### config.mk
export PLATFORM = sky130hd
export DESIGN_NAME = bankers_safety_and_request_check
export DESIGN_NICKNAME = d
export VERILOG_FILES = /design/src/bnk_pkg.sv /design/src/bnk_datapath.sv /design/src/bnk_controller.sv /design/src/bankers_safety_and_request_check.sv
export SDC_FILE = /design/constraint.sdc
export NUM_CORES = 2
export LEC_CHECK = 0
export ABC_AREA = 1
export ABC_CLOCK_PERIOD_IN_PS = 8900
export BUFFER_PORTS_ARGS = -buffer_cell sky130_fd_sc_hd__buf_2
export CAP_MARGIN = 15
export CELL_PAD_IN_SITES_DETAIL_PLACEMENT = 1
export CELL_PAD_IN_SITES_GLOBAL_PLACEMENT = 1
export CORE_MARGIN = 2
export CORE_UTILIZATION = 50
export CTS_BUF_LIST = sky130_fd_sc_hd__clkbuf_4 sky130_fd_sc_hd__clkbuf_8 sky130_fd_sc_hd__clkbuf_16
export DETAILED_ROUTE_END_ITERATION = 7
export PLACE_DENSITY_LB_ADDON = 0.1
export SLEW_MARGIN = 30
export SYNTH_ARGS = -nofsm -noshare
export SYNTH_HDL_FRONTEND = slang
export SYNTH_SLANG_ARGS = --single-unit
### constraint.sdc
create_clock -name clk -period 8.9 [get_ports clk]
set_clock_uncertainty 0.2 [all_clocks]
set_input_delay 0.445 -clock clk [delete_from_list [all_inputs] [get_ports clk]]
set_output_delay 0.445 -clock clk [all_outputs]
set_load 0.01 [all_outputs]
### src/bnk_pkg.sv
// Shared types and constants of the banker's safety and request engine.
// Used by the controller, the datapath, the top level and the checker.
`timescale 1ns / 1ps

package bnk_pkg;

  localparam int PROCS_DEF     = 8;
  localparam int RESOURCES_DEF = 4;
  localparam int AMT_W         = 8;
  localparam int WIDE_W        = 12;
  localparam int SUM_W         = WIDE_W + 1;
  localparam int MASK_W        = 8;
  localparam logic [WIDE_W-1:0] WIDE_MAX = '1;

  typedef enum logic [2:0] {
    MODE_ALLOC = 3'd0,
    MODE_NEED  = 3'd1,
    MODE_AVAIL = 3'd2,
    MODE_REQ   = 3'd3,
    MODE_CHECK = 3'd4
  } mode_t;

  typedef enum logic [2:0] {
    ST_ACK    = 3'd0,
    ST_SEQ    = 3'd1,
    ST_SAFE   = 3'd2,
    ST_UNSAFE = 3'd3,
    ST_WAIT   = 3'd4,
    ST_EXCEED = 3'd5
  } status_t;

  typedef enum logic [1:0] {
    RD_INPUT = 2'd0,
    RD_ZERO  = 2'd1,
    RD_NEXT  = 2'd2
  } rd_sel_t;

  typedef struct packed {
    logic    ld_alloc;
    logic    ld_need;
    logic    ld_avail;
    logic    ld_req;
    logic    cap;
    logic    init;
    logic    grant;
    logic    take;
    logic    step;
    logic    commit;
    logic    clr_req;
    rd_sel_t rd_sel;
    logic    emit;
    status_t code;
    logic    last;
  } cmd_t;

  typedef struct packed {
    logic proc_ok;
    logic exceed;
    logic over_avail;
    logic can_take;
    logic at_end;
    logic all_done;
    logic granted;
  } sts_t;

endpackage

### src/bnk_datapath.sv
// Datapath: allocation and need row memories, available, request buffer,
// work vector, finish flags, scan pointer and the result registers.
// Depends on bnk_pkg; driven by bnk_controller through cmd_t.
`timescale 1ns / 1ps

module bnk_datapath #(
  parameter int PROCS     = bnk_pkg::PROCS_DEF,
  parameter int RESOURCES = bnk_pkg::RESOURCES_DEF
) (
  input  logic          clk,
  input  logic          rst,
  input  bnk_pkg::cmd_t cmd,
  input  logic [2:0]    process,
  input  logic [1:0]    resource,
  input  logic [7:0]    amount,
  input  logic [7:0]    finished_mask,
  output bnk_pkg::sts_t sts,
  output logic          result_valid,
  output logic [2:0]    status,
  output logic [2:0]    process_id,
  output logic          last
);
  import bnk_pkg::*;

  localparam int PW     = (PROCS > 1) ? $clog2(PROCS) : 1;
  localparam int AROW_W = RESOURCES * WIDE_W;
  localparam int NROW_W = RESOURCES * AMT_W;

  // One row per process, one element per resource type.
  logic [AROW_W-1:0] alloc_mem [PROCS];
  logic [NROW_W-1:0] need_mem  [PROCS];
  logic [AROW_W-1:0] alloc_row;
  logic [NROW_W-1:0] need_row;
  logic [AROW_W-1:0] mod_alloc;
  logic [NROW_W-1:0] mod_need;
  logic [AROW_W-1:0] alloc_wd;
  logic [NROW_W-1:0] need_wd;
  logic [RESOURCES-1:0] alloc_we;
  logic [RESOURCES-1:0] need_we;

  logic [WIDE_W-1:0] avail [RESOURCES];
  logic [WIDE_W-1:0] work  [RESOURCES];
  logic [AMT_W-1:0]  req   [RESOURCES];

  logic [AMT_W-1:0]  need_cur    [RESOURCES];
  logic [WIDE_W-1:0] alloc_cur   [RESOURCES];
  logic [AMT_W-1:0]  need_eff    [RESOURCES];
  logic [WIDE_W-1:0] alloc_eff   [RESOURCES];
  logic [SUM_W-1:0]  work_sum    [RESOURCES];
  logic [WIDE_W-1:0] work_add    [RESOURCES];
  logic [SUM_W-1:0]  grant_sum   [RESOURCES];
  logic [WIDE_W-1:0] grant_alloc [RESOURCES];
  logic [AMT_W-1:0]  grant_need  [RESOURCES];

  logic [RESOURCES-1:0] res_hit;
  logic [RESOURCES-1:0] fit_vec;
  logic [RESOURCES-1:0] exceed_vec;
  logic [RESOURCES-1:0] short_vec;

  logic [PROCS-1:0]  flags;
  logic [PROCS-1:0]  mask_ext;
  logic [MASK_W-1:0] mask_q;
  logic [PW-1:0]     ptr;
  logic [PW-1:0]     ptr_inc;
  logic [PW-1:0]     req_proc;
  logic [PW-1:0]     in_row;
  logic [PW-1:0]     rd_addr;
  logic [PW-1:0]     wr_addr;
  logic              granted;
  logic              use_mod;
  logic              proc_ok;
  logic              at_end;

  assign in_row  = PW'(process);
  assign proc_ok = int'(process) < PROCS;
  assign at_end  = (ptr == PW'(PROCS - 1));
  assign ptr_inc = at_end ? '0 : PW'(ptr + 1'b1);
  assign wr_addr = cmd.commit ? req_proc : in_row;
  // The requesting process is checked against its granted row, not the stored one.
  assign use_mod = granted && (ptr == req_proc);
  assign mask_ext = PROCS'(cmd.grant ? mask_q : finished_mask);

  always_comb begin
    unique case (cmd.rd_sel)
      RD_INPUT: rd_addr = in_row;
      RD_ZERO:  rd_addr = '0;
      RD_NEXT:  rd_addr = ptr_inc;
      default:  rd_addr = '0;
    endcase
  end

  always_comb begin
    for (int r = 0; r < RESOURCES; r++) begin
      res_hit[r]     = (int'(resource) == r);
      need_cur[r]    = need_row[r*AMT_W +: AMT_W];
      alloc_cur[r]   = alloc_row[r*WIDE_W +: WIDE_W];
      need_eff[r]    = use_mod ? mod_need[r*AMT_W +: AMT_W] : need_cur[r];
      alloc_eff[r]   = use_mod ? mod_alloc[r*WIDE_W +: WIDE_W] : alloc_cur[r];
      work_sum[r]    = {1'b0, work[r]} + {1'b0, alloc_eff[r]};
      work_add[r]    = work_sum[r][WIDE_W] ? WIDE_MAX : work_sum[r][WIDE_W-1:0];
      grant_sum[r]   = {1'b0, alloc_cur[r]} + SUM_W'(req[r]);
      grant_alloc[r] = grant_sum[r][WIDE_W] ? WIDE_MAX : grant_sum[r][WIDE_W-1:0];
      grant_need[r]  = need_cur[r] - req[r];
      fit_vec[r]     = WIDE_W'(need_eff[r]) <= work[r];
      exceed_vec[r]  = req[r] > need_cur[r];
      short_vec[r]   = WIDE_W'(req[r]) > avail[r];
      alloc_wd[r*WIDE_W +: WIDE_W] = cmd.commit ? mod_alloc[r*WIDE_W +: WIDE_W]
                                                : WIDE_W'(amount);
      need_wd[r*AMT_W +: AMT_W]    = cmd.commit ? mod_need[r*AMT_W +: AMT_W] : amount;
      alloc_we[r] = cmd.commit || (cmd.ld_alloc && proc_ok && res_hit[r]);
      need_we[r]  = cmd.commit || (cmd.ld_need && proc_ok && res_hit[r]);
    end
  end

  always_comb begin
    sts.proc_ok    = proc_ok;
    sts.exceed     = |exceed_vec;
    sts.over_avail = |short_vec;
    sts.can_take   = !flags[ptr] && (&fit_vec);
    sts.at_end     = at_end;
    sts.all_done   = &flags;
    sts.granted    = granted;
  end

  // Row memories: element-enable write port, one registered read port.
  always_ff @(posedge clk) begin
    for (int r = 0; r < RESOURCES; r++) begin
      if (alloc_we[r]) alloc_mem[wr_addr][r*WIDE_W +: WIDE_W] <= alloc_wd[r*WIDE_W +: WIDE_W];
      if (need_we[r]) need_mem[wr_addr][r*AMT_W +: AMT_W] <= need_wd[r*AMT_W +: AMT_W];
    end
    alloc_row <= alloc_mem[rd_addr];
    need_row  <= need_mem[rd_addr];
  end

  always_ff @(posedge clk) begin
    if (rst) begin
      for (int r = 0; r < RESOURCES; r++) begin
        req[r]  <= '0;
        work[r] <= '0;
      end
      flags        <= '0;
      ptr          <= '0;
      granted      <= 1'b0;
      result_valid <= 1'b0;
    end else begin
      result_valid <= cmd.emit;
      for (int r = 0; r < RESOURCES; r++) begin
        if (cmd.clr_req) begin
          req[r] <= '0;
        end else if (cmd.ld_req && res_hit[r]) begin
          req[r] <= amount;
        end
        if (cmd.init) begin
          work[r] <= avail[r] - (cmd.grant ? WIDE_W'(req[r]) : '0);
        end else if (cmd.take) begin
          work[r] <= work_add[r];
        end
      end
      if (cmd.init) begin
        flags   <= mask_ext;
        ptr     <= '0;
        granted <= cmd.grant;
      end else if (cmd.take) begin
        flags[ptr] <= 1'b1;
        ptr        <= '0;
      end else if (cmd.step) begin
        ptr <= ptr_inc;
      end
    end
  end

  always_ff @(posedge clk) begin
    for (int r = 0; r < RESOURCES; r++) begin
      if (cmd.ld_avail && res_hit[r]) begin
        avail[r] <= WIDE_W'(amount);
      end else if (cmd.commit) begin
        avail[r] <= avail[r] - WIDE_W'(req[r]);
      end
      if (cmd.grant) begin
        mod_alloc[r*WIDE_W +: WIDE_W] <= grant_alloc[r];
        mod_need[r*AMT_W +: AMT_W]    <= grant_need[r];
      end
    end
    if (cmd.cap) begin
      req_proc <= in_row;
      mask_q   <= finished_mask;
    end
    status     <= cmd.code;
    process_id <= (cmd.code == ST_SEQ) ? 3'(ptr) : 3'd0;
    last       <= cmd.last;
  end

endmodule

### src/bnk_controller.sv
// Controller: decodes each request and sequences the grant check and the
// safety scan. Depends on bnk_pkg; drives bnk_datapath through cmd_t.
`timescale 1ns / 1ps

module bnk_controller (
  input  logic          clk,
  input  logic          rst,
  input  logic          start,
  input  logic [2:0]    mode,
  input  logic          last_element,
  input  bnk_pkg::sts_t sts,
  output bnk_pkg::cmd_t cmd,
  output logic          busy
);
  import bnk_pkg::*;

  typedef enum logic [2:0] {
    S_IDLE = 3'b001,
    S_REQ  = 3'b010,
    S_SCAN = 3'b100
  } state_t;

  state_t state, state_next;

  assign busy = (state != S_IDLE);

  always_comb begin
    cmd        = '0;
    cmd.code   = ST_ACK;
    cmd.rd_sel = RD_INPUT;
    state_next = state;
    unique case (state)
      S_IDLE: begin
        if (start) begin
          unique case (mode)
            MODE_ALLOC: begin
              cmd.ld_alloc = 1'b1;
              cmd.emit     = 1'b1;
              cmd.last     = 1'b1;
            end
            MODE_NEED: begin
              cmd.ld_need = 1'b1;
              cmd.emit    = 1'b1;
              cmd.last    = 1'b1;
            end
            MODE_AVAIL: begin
              cmd.ld_avail = 1'b1;
              cmd.emit     = 1'b1;
              cmd.last     = 1'b1;
            end
            MODE_REQ: begin
              cmd.ld_req = 1'b1;
              if (!last_element) begin
                cmd.emit = 1'b1;
                cmd.last = 1'b1;
              end else if (!sts.proc_ok) begin
                cmd.clr_req = 1'b1;
                cmd.emit    = 1'b1;
                cmd.code    = ST_EXCEED;
                cmd.last    = 1'b1;
              end else begin
                // The row of the requesting process is read during this cycle.
                cmd.cap    = 1'b1;
                state_next = S_REQ;
              end
            end
            MODE_CHECK: begin
              cmd.init   = 1'b1;
              cmd.rd_sel = RD_ZERO;
              state_next = S_SCAN;
            end
            default: begin
              cmd.emit = 1'b1;
              cmd.last = 1'b1;
            end
          endcase
        end
      end
      S_REQ: begin
        if (sts.exceed || sts.over_avail) begin
          cmd.clr_req = 1'b1;
          cmd.emit    = 1'b1;
          cmd.code    = sts.exceed ? ST_EXCEED : ST_WAIT;
          cmd.last    = 1'b1;
          state_next  = S_IDLE;
        end else begin
          cmd.grant  = 1'b1;
          cmd.init   = 1'b1;
          cmd.rd_sel = RD_ZERO;
          state_next = S_SCAN;
        end
      end
      S_SCAN: begin
        if (sts.can_take) begin
          // Reclaim and restart the scan from the lowest process.
          cmd.take   = 1'b1;
          cmd.emit   = 1'b1;
          cmd.code   = ST_SEQ;
          cmd.rd_sel = RD_ZERO;
        end else if (sts.at_end || sts.all_done) begin
          // A granted request is written back only when the state proves safe.
          cmd.commit  = sts.all_done && sts.granted;
          cmd.clr_req = sts.granted;
          cmd.emit    = 1'b1;
          cmd.code    = sts.all_done ? ST_SAFE : ST_UNSAFE;
          cmd.last    = 1'b1;
          state_next  = S_IDLE;
        end else begin
          cmd.step   = 1'b1;
          cmd.rd_sel = RD_NEXT;
        end
      end
      default: begin
        state_next = S_IDLE;
      end
    endcase
  end

  always_ff @(posedge clk) begin
    if (rst) begin
      state <= S_IDLE;
    end else begin
      state <= state_next;
    end
  end

endmodule

### src/bankers_safety_and_request_check.sv
// Top level of the banker's deadlock-avoidance engine.
// Joins bnk_controller and bnk_datapath; depends on bnk_pkg.
//
// Usage: a request is taken at a rising edge with start high and busy low.
// Mode selects: load allocation, load need, load available, buffer one
// request element, or run a safety check with finished_mask. Results appear
// on status, process_id and last for exactly one cycle, flagged by
// result_valid; the receiver must take them, there is no back-pressure.
// Loads, plain request elements and undefined modes answer one ack in the
// cycle after acceptance and leave busy low, so one such request per cycle.
// A completed request first reads the process row and checks need and
// available; if they allow it, a safety check follows, else it answers
// exceed or wait. The check evaluates one process per cycle against the
// work vector, all resources in parallel, and restarts from process zero
// after every reclaim, giving one sequence entry per reclaimed process,
// then safe or unsafe with last set.
// A granted request is written back only if the check ends safe.
// Reset clears the controller, request buffer, work vector and flags; the
// tables and available vector hold no value until loaded.
`timescale 1ns / 1ps

module bankers_safety_and_request_check #(
  parameter int PROCS     = bnk_pkg::PROCS_DEF,
  parameter int RESOURCES = bnk_pkg::RESOURCES_DEF
) (
  input  logic       clk,
  input  logic       rst,
  input  logic       start,
  output logic       busy,
  input  logic [2:0] mode,
  input  logic [2:0] process,
  input  logic [1:0] resource,
  input  logic [7:0] amount,
  input  logic       last_element,
  input  logic [7:0] finished_mask,
  output logic       result_valid,
  output logic [2:0] status,
  output logic [2:0] process_id,
  output logic       last
);
  import bnk_pkg::*;

  cmd_t cmd;
  sts_t sts;

  bnk_controller u_ctrl (
    .clk          (clk),
    .rst          (rst),
    .start        (start),
    .mode         (mode),
    .last_element (last_element),
    .sts          (sts),
    .cmd          (cmd),
    .busy         (busy)
  );

  bnk_datapath #(
    .PROCS     (PROCS),
    .RESOURCES (RESOURCES)
  ) u_dp (
    .clk           (clk),
    .rst           (rst),
    .cmd           (cmd),
    .process       (process),
    .resource      (resource),
    .amount        (amount),
    .finished_mask (finished_mask),
    .sts           (sts),
    .result_valid  (result_valid),
    .status        (status),
    .process_id    (process_id),
    .last          (last)
  );

endmodule

* Word level (Yosys, flattened, before mapping)
Memory sizes are Yosys's and may differ from the RTL's. A register that Yosys moved wholly into a read port is not among the register bits. Index checks and enable logic that the tools add are counted.
Operators by class: multiplexer cells 152, equality and inequality tests 20, bitwise gates (word level) 21, $add $sub $neg 21, order comparisons 14, reduce and logical (&&, ||, !) cells 41
Operators with widths (count):
- $mux W12 | 24
- $mux W8 | 23
- $mux W1 | 78
- $add A12 B12 Y13 | 4
- $add A12 B8 Y13 | 4
- $gt A8 B12 Y1 | 4
- $le A8 B12 Y1 | 4
- $sub A12 B12 Y12 | 4
- $sub A12 B8 Y12 | 4
- $gt A8 B8 Y1 | 4
- $sub A8 B8 Y8 | 4
- $mux W3 | 9
- $pmux W8 S3 | 1
- $logic_and A1 B1 Y1 | 20
- $or A1 B1 Y1 | 20
- $mux W5 | 3
- $mux W6 | 2
- $pmux W3 S2 | 2
- $logic_or A1 B1 Y1 | 10
- $eq A3 B1 Y1 const B | 3
- $eq A3 B2 Y1 const B | 3
- $eq A3 B3 Y1 const B | 3
- $pmux W3 S3 | 1
- $mux W2 | 4
- other kinds (24) | 31
Word-level totals: input port bits 28, memories kept 5, output and inout port bits 9, register bits after elaboration 114, memory bits (writable) 768, word-level logic and storage cells 289
Memories:
- u_dp.alloc_mem | words 8, width 48, rd ports 1, clocked after Yosys merged registers in 1, write ports 1, RTL line bnk_datapath.sv:30 | logic [AROW_W-1:0] alloc_mem [PROCS];
- u_dp.need_mem | words 8, width 32, rd ports 1, clocked after Yosys merged registers in 1, write ports 1, RTL line bnk_datapath.sv:31 | logic [NROW_W-1:0] need_mem [PROCS];
- u_dp.avail | words 4, width 12, rd ports 4, clocked after Yosys merged registers in 0, write ports 4, RTL line bnk_datapath.sv:41 | logic [WIDE_W-1:0] avail [RESOURCES];
- u_dp.work | words 4, width 12, rd ports 4, clocked after Yosys merged registers in 0, write ports 4, RTL line bnk_datapath.sv:42 | logic [WIDE_W-1:0] work [RESOURCES];
- u_dp.req | words 4, width 8, rd ports 4, clocked after Yosys merged registers in 0, write ports 4, RTL line bnk_datapath.sv:43 | logic [AMT_W-1:0] req [RESOURCES];

* Longest topological paths before layout
depth in word-level cells 13, depth in mapped cells 31, gate-level depth less buffers 27

* By module
Synthesis repeated with hierarchy kept, for this count alone.
Unflattened totals: cell total of the unflattened synthesis 5006, area total of the unflattened synthesis 48031.1 um^2
Modules (own cells, without submodules):
- bnk_datapath | cells an instance 4927, area each 47581.9 um^2, seq. area each 27796.7 um^2, instances 1
- bnk_controller | cells an instance 79, area each 449.2 um^2, seq. area each 60.1 um^2, instances 1

* Worst setup path after synthesis
No wires, ideal clock.
path type reg2reg, from mem u_dp.req[1][0], to mem u_dp.work[1][11], data pin, library setup time 0.256 ns, required time 8.444 ns, buffers on the path 2, data arrival time 6.266 ns, stages on the path, launching flop included 26, clock period less this slack 6.722 ns, setup slack 2.178 ns, cells stage by stage edfxtp_1 -> ha_1 -> fa_1 -> nand3b_1 -> nand2_1 -> nand2_1 -> nand3_1 -> nand2_1 -> nor2_2 -> nand3_4 -> clkinv_1 -> clkbuf_1 -> buf_1 -> nand2_1 -> ha_1 -> a21oi_1 -> nor2_1 -> a211oi_1 -> o31ai_1 -> nand2_1 -> nand3_1 -> nor2_1 -> xor2_1 -> nand2_1 -> o211ai_1 -> inv_1
RTL lines (RTL line):
- start: declaration | bnk_datapath.sv:43
- end: declaration | bnk_datapath.sv:42

==> flow_summary.yaml <==
power:
  ir_drop_v: 0.000159
  p_total_w: 0.0108
  p_leak_nw: 25.3
  power.density_nw_per_um2: 194
placement:
  port-buffer-count: 36
  place_congestion: 0.923
  dp_hpwl_um: 105000
  dpl-instance-area_um2: 51600
logic_synthesis:
  syn_inst: 5468
  syn_nets: 5726
  synth_edf_count: 859
  ys_top_cells_by_area: "edfxtp_1 51%, nand2_1 8.8%, nand3_1 7.9%"
  synth_ff_type: "edfxtp_1"
  yosys_warnings: 0
  async_flop_share_pct: 0
  synth_top_area_share_pct: 51.4
  synth_top_area_cell: "edfxtp_1"
  ys_ff_latch: 962
  syn_area_um2: 50200
  synth.avg_cell_area_um2: 9.18
  ys_types: 55
  ys_seq_area_share_pct: 55.5
floorplan:
  coreArea_um2: 99900
  die_w_um: 321
  initial_core_util_pct: 50.3
  die_area_um2: 103000
  ios: 37
  dieHeight_um: 321
  rows: 116
drt:
  wire_per_inst_um: 23.1
  drc_errors: 0
  drt_pass1_iterations: 5
  via_per_inst: 5.65
  finalWirelength_um: 158000
  drt_iter0_drc: 3123
  postRouteAntennaNets: 0
  vias: 38833
global_route:
  antenna_found_initial: 6
  grt_pass1_vias: 40515
  grt_max_degree: 168
  grtUsageTotal_pct: 30.9
  grt.overflow.total: 0
  grt_pass1_wl_um: 241000
final_layout:
  drive_above_1_share_pct: 7.01
  final_cell_mix: "1165 x nand2_1, 1037 x inv_1, 859 x edfxtp_1, 787 x nand3_1, 235 x nor2_1"
  nFillCells: 11331
  multi_input_area_um2: 17400
  seq_area_um2: 27900
  final_common_cell: "nand2_1"
  syn2layout_area_growth_pct: 10.2
  fin_area_um2: 55300
  final_nets: 5731
clocking:
  clk_pin_slew_ns: 0.07
  ctsResizeCount: 0
  cts_htree_levels: 3
  cts_sinks: 962
  cts_tree: "yes"
  cts_buffers: 106
  clk_latency_ns: 0.74
  cts_root_buffer: "clkbuf_16"
  clock_path_buffers: 3
worst_setup_path:
  critical_path_required_ns: 9.19
  crit_type: "reg -> reg"
  critPathMaxFanout: 52
  endpoint_kind: "flip-flop"
  crit_arrival_ns: 6.63
  worst_setup_path_start_kind: "flip-flop"
sta:
  setup_viol: 0
  max_slew_margin_pct: 25.1
  max_freq_mhz: 158
  maxSlewViolCount: 0
  min_period_over_period_pct: 71.2
  hold_slack_ns: 0.0579
  rsz0062_at_grt: "false"
  setup_tns_ns: 0
  final_hold_viol_count: 0
  worstMarginPinSlew_ns: 1.12
  min_period_ns: 6.34
hold_path:
  holdCritPathClass: "in -> reg"
job:
  max_cap_violations: 0
run_status:
  status: "finished, final reports clean"
repair_timing:
action | CTS | global route
setup buffers | 0 | 0
hold buffers | 21 | 0
hold endpoints to repair | 38 | 0
path summary, 6_finish.rpt:
kind / slack, ns / cells past startpoint / end / from
setup / recovery: 2.56 / 25 / u_dp.work[0][11]$_SDFFCE_PN0P_ / u_dp.req[1][0]$_SDFFCE_PN0P_
hold / removal: 0.06 / 3 / u_dp.req[3][3]$_SDFFCE_PN0P_ / amount[3]
setup reg to reg: 2.56 / 25 / u_dp.work[0][11]$_SDFFCE_PN0P_ / u_dp.req[1][0]$_SDFFCE_PN0P_
hold reg to reg: 0.32 / 2 / u_ctrl.state[0]$_SDFFE_PP1P_ / u_ctrl.state[0]$_SDFFE_PP1P_
critical path: stages (launching register included):
cell	delay [ns]
edfxtp_1	0.53
ha_1	0.30
fa_1	0.41
nand3b_1	0.19
nand2_1	0.15
nand2_1	0.08
nand3_1	0.19
nand2_1	0.10
nor2_2	0.30
nand3_4	0.40
inv_4	0.76
buf_4	0.59
nand2_1	0.13
ha_1	0.38
nand2_1	0.08
nor2_1	0.09
nor2_1	0.08
o31ai_1	0.37
nand2_1	0.10
nand2_1	0.10
nor2_1	0.06
nand2_1	0.08
xor2_1	0.14
nand2_1	0.06
o211ai_1	0.11
inv_1	0.06
synthesized netlist by cell type, types with 5 or more instances:
cell type,instances
inv_1,1037
o21ai_1,7
o221ai_1,19
a21o_1,12
dfxtp_1,103
ha_1,210
fa_1,20
buf_2,56
edfxtp_1,859
o21ai_0,263
o21ai_2,6
o21bai_1,14
a31oi_1,29
nor2_1,256
a21oi_1,171
xnor2_1,49
nand2_1,1174
buf_4,35
o31ai_1,7
a32o_1,5
nand4_1,14
buf_6,14
nand3_1,790
o22ai_1,7
nor3_1,14
a211oi_1,8
nand2_2,19
inv_2,7
nand3b_1,6
buf_1,26
clkbuf_1,89
xor2_1,81
a221oi_1,6
or2_2,17
final cells by class:
class,instances,share of cell area (%)
flip-flops and latches,962,50.3
multi-input cells,3234,31.5
inverters,1050,7.14
clock buffers,147,5.43
well taps,1298,2.94
repair buffers,119,1.68
clock inverters,55,0.945
diodes,3,0.0136
power by group:
| group | switching, W | internal [W] | total, W |
|---|---|---|---|
| clock network | 0.00192 | 0.00256 | 0.00448 |
| logic | 0.000810 | 0.000385 | 0.00120 |
| registers | 0.0000896 | 0.00500 | 0.00509 |
sequential cells by signal, indices dropped and copies added, names as in the netlist, 32 cells and up:
signal	flops
u_dp.alloc_mem	384
u_dp.alloc_row	48
u_dp.avail	48
u_dp.mod_alloc	48
u_dp.mod_need	32
u_dp.need_mem	256
u_dp.need_row	32
u_dp.req	32
u_dp.work	48
metal layers:
metal	routed length, um	global-route usage [%]	part of all wire (%)
met1	67700	41.0	43
met2	75200	51.9	47
met3	10400	4.38	6.5
met4	5110	10.7	3.2
met5	0	0	0
stage by stage:
stage               cells  util, %  worst slack, ns
finish               6868     55.4             2.56
global route         6865     55.4             2.07
CTS                  6865     55.4             2.65
detailed placement   6642     51.6             2.68
global placement     6641     51.6             2.79
floorplan            5468        -             2.18
cell families (layout without fill, tap and decap cells):
kind of cell             Yosys count  count (layout)  share of synthesized area [%]
adder cells (fa/ha/maj)          230             230                           6.03
XOR/XNOR                         130             130                           2.27
AND/OR/NAND/NOR                 2307            2307                           19.8
other                              0               3                              0
flip-flops                       962             962                           55.5
buffers and inverters           1272            1371                           10.2
AO/OA/AOI/OAI                    567             567                           6.31
No activity file was read; power rests on OpenSTA's default activity.
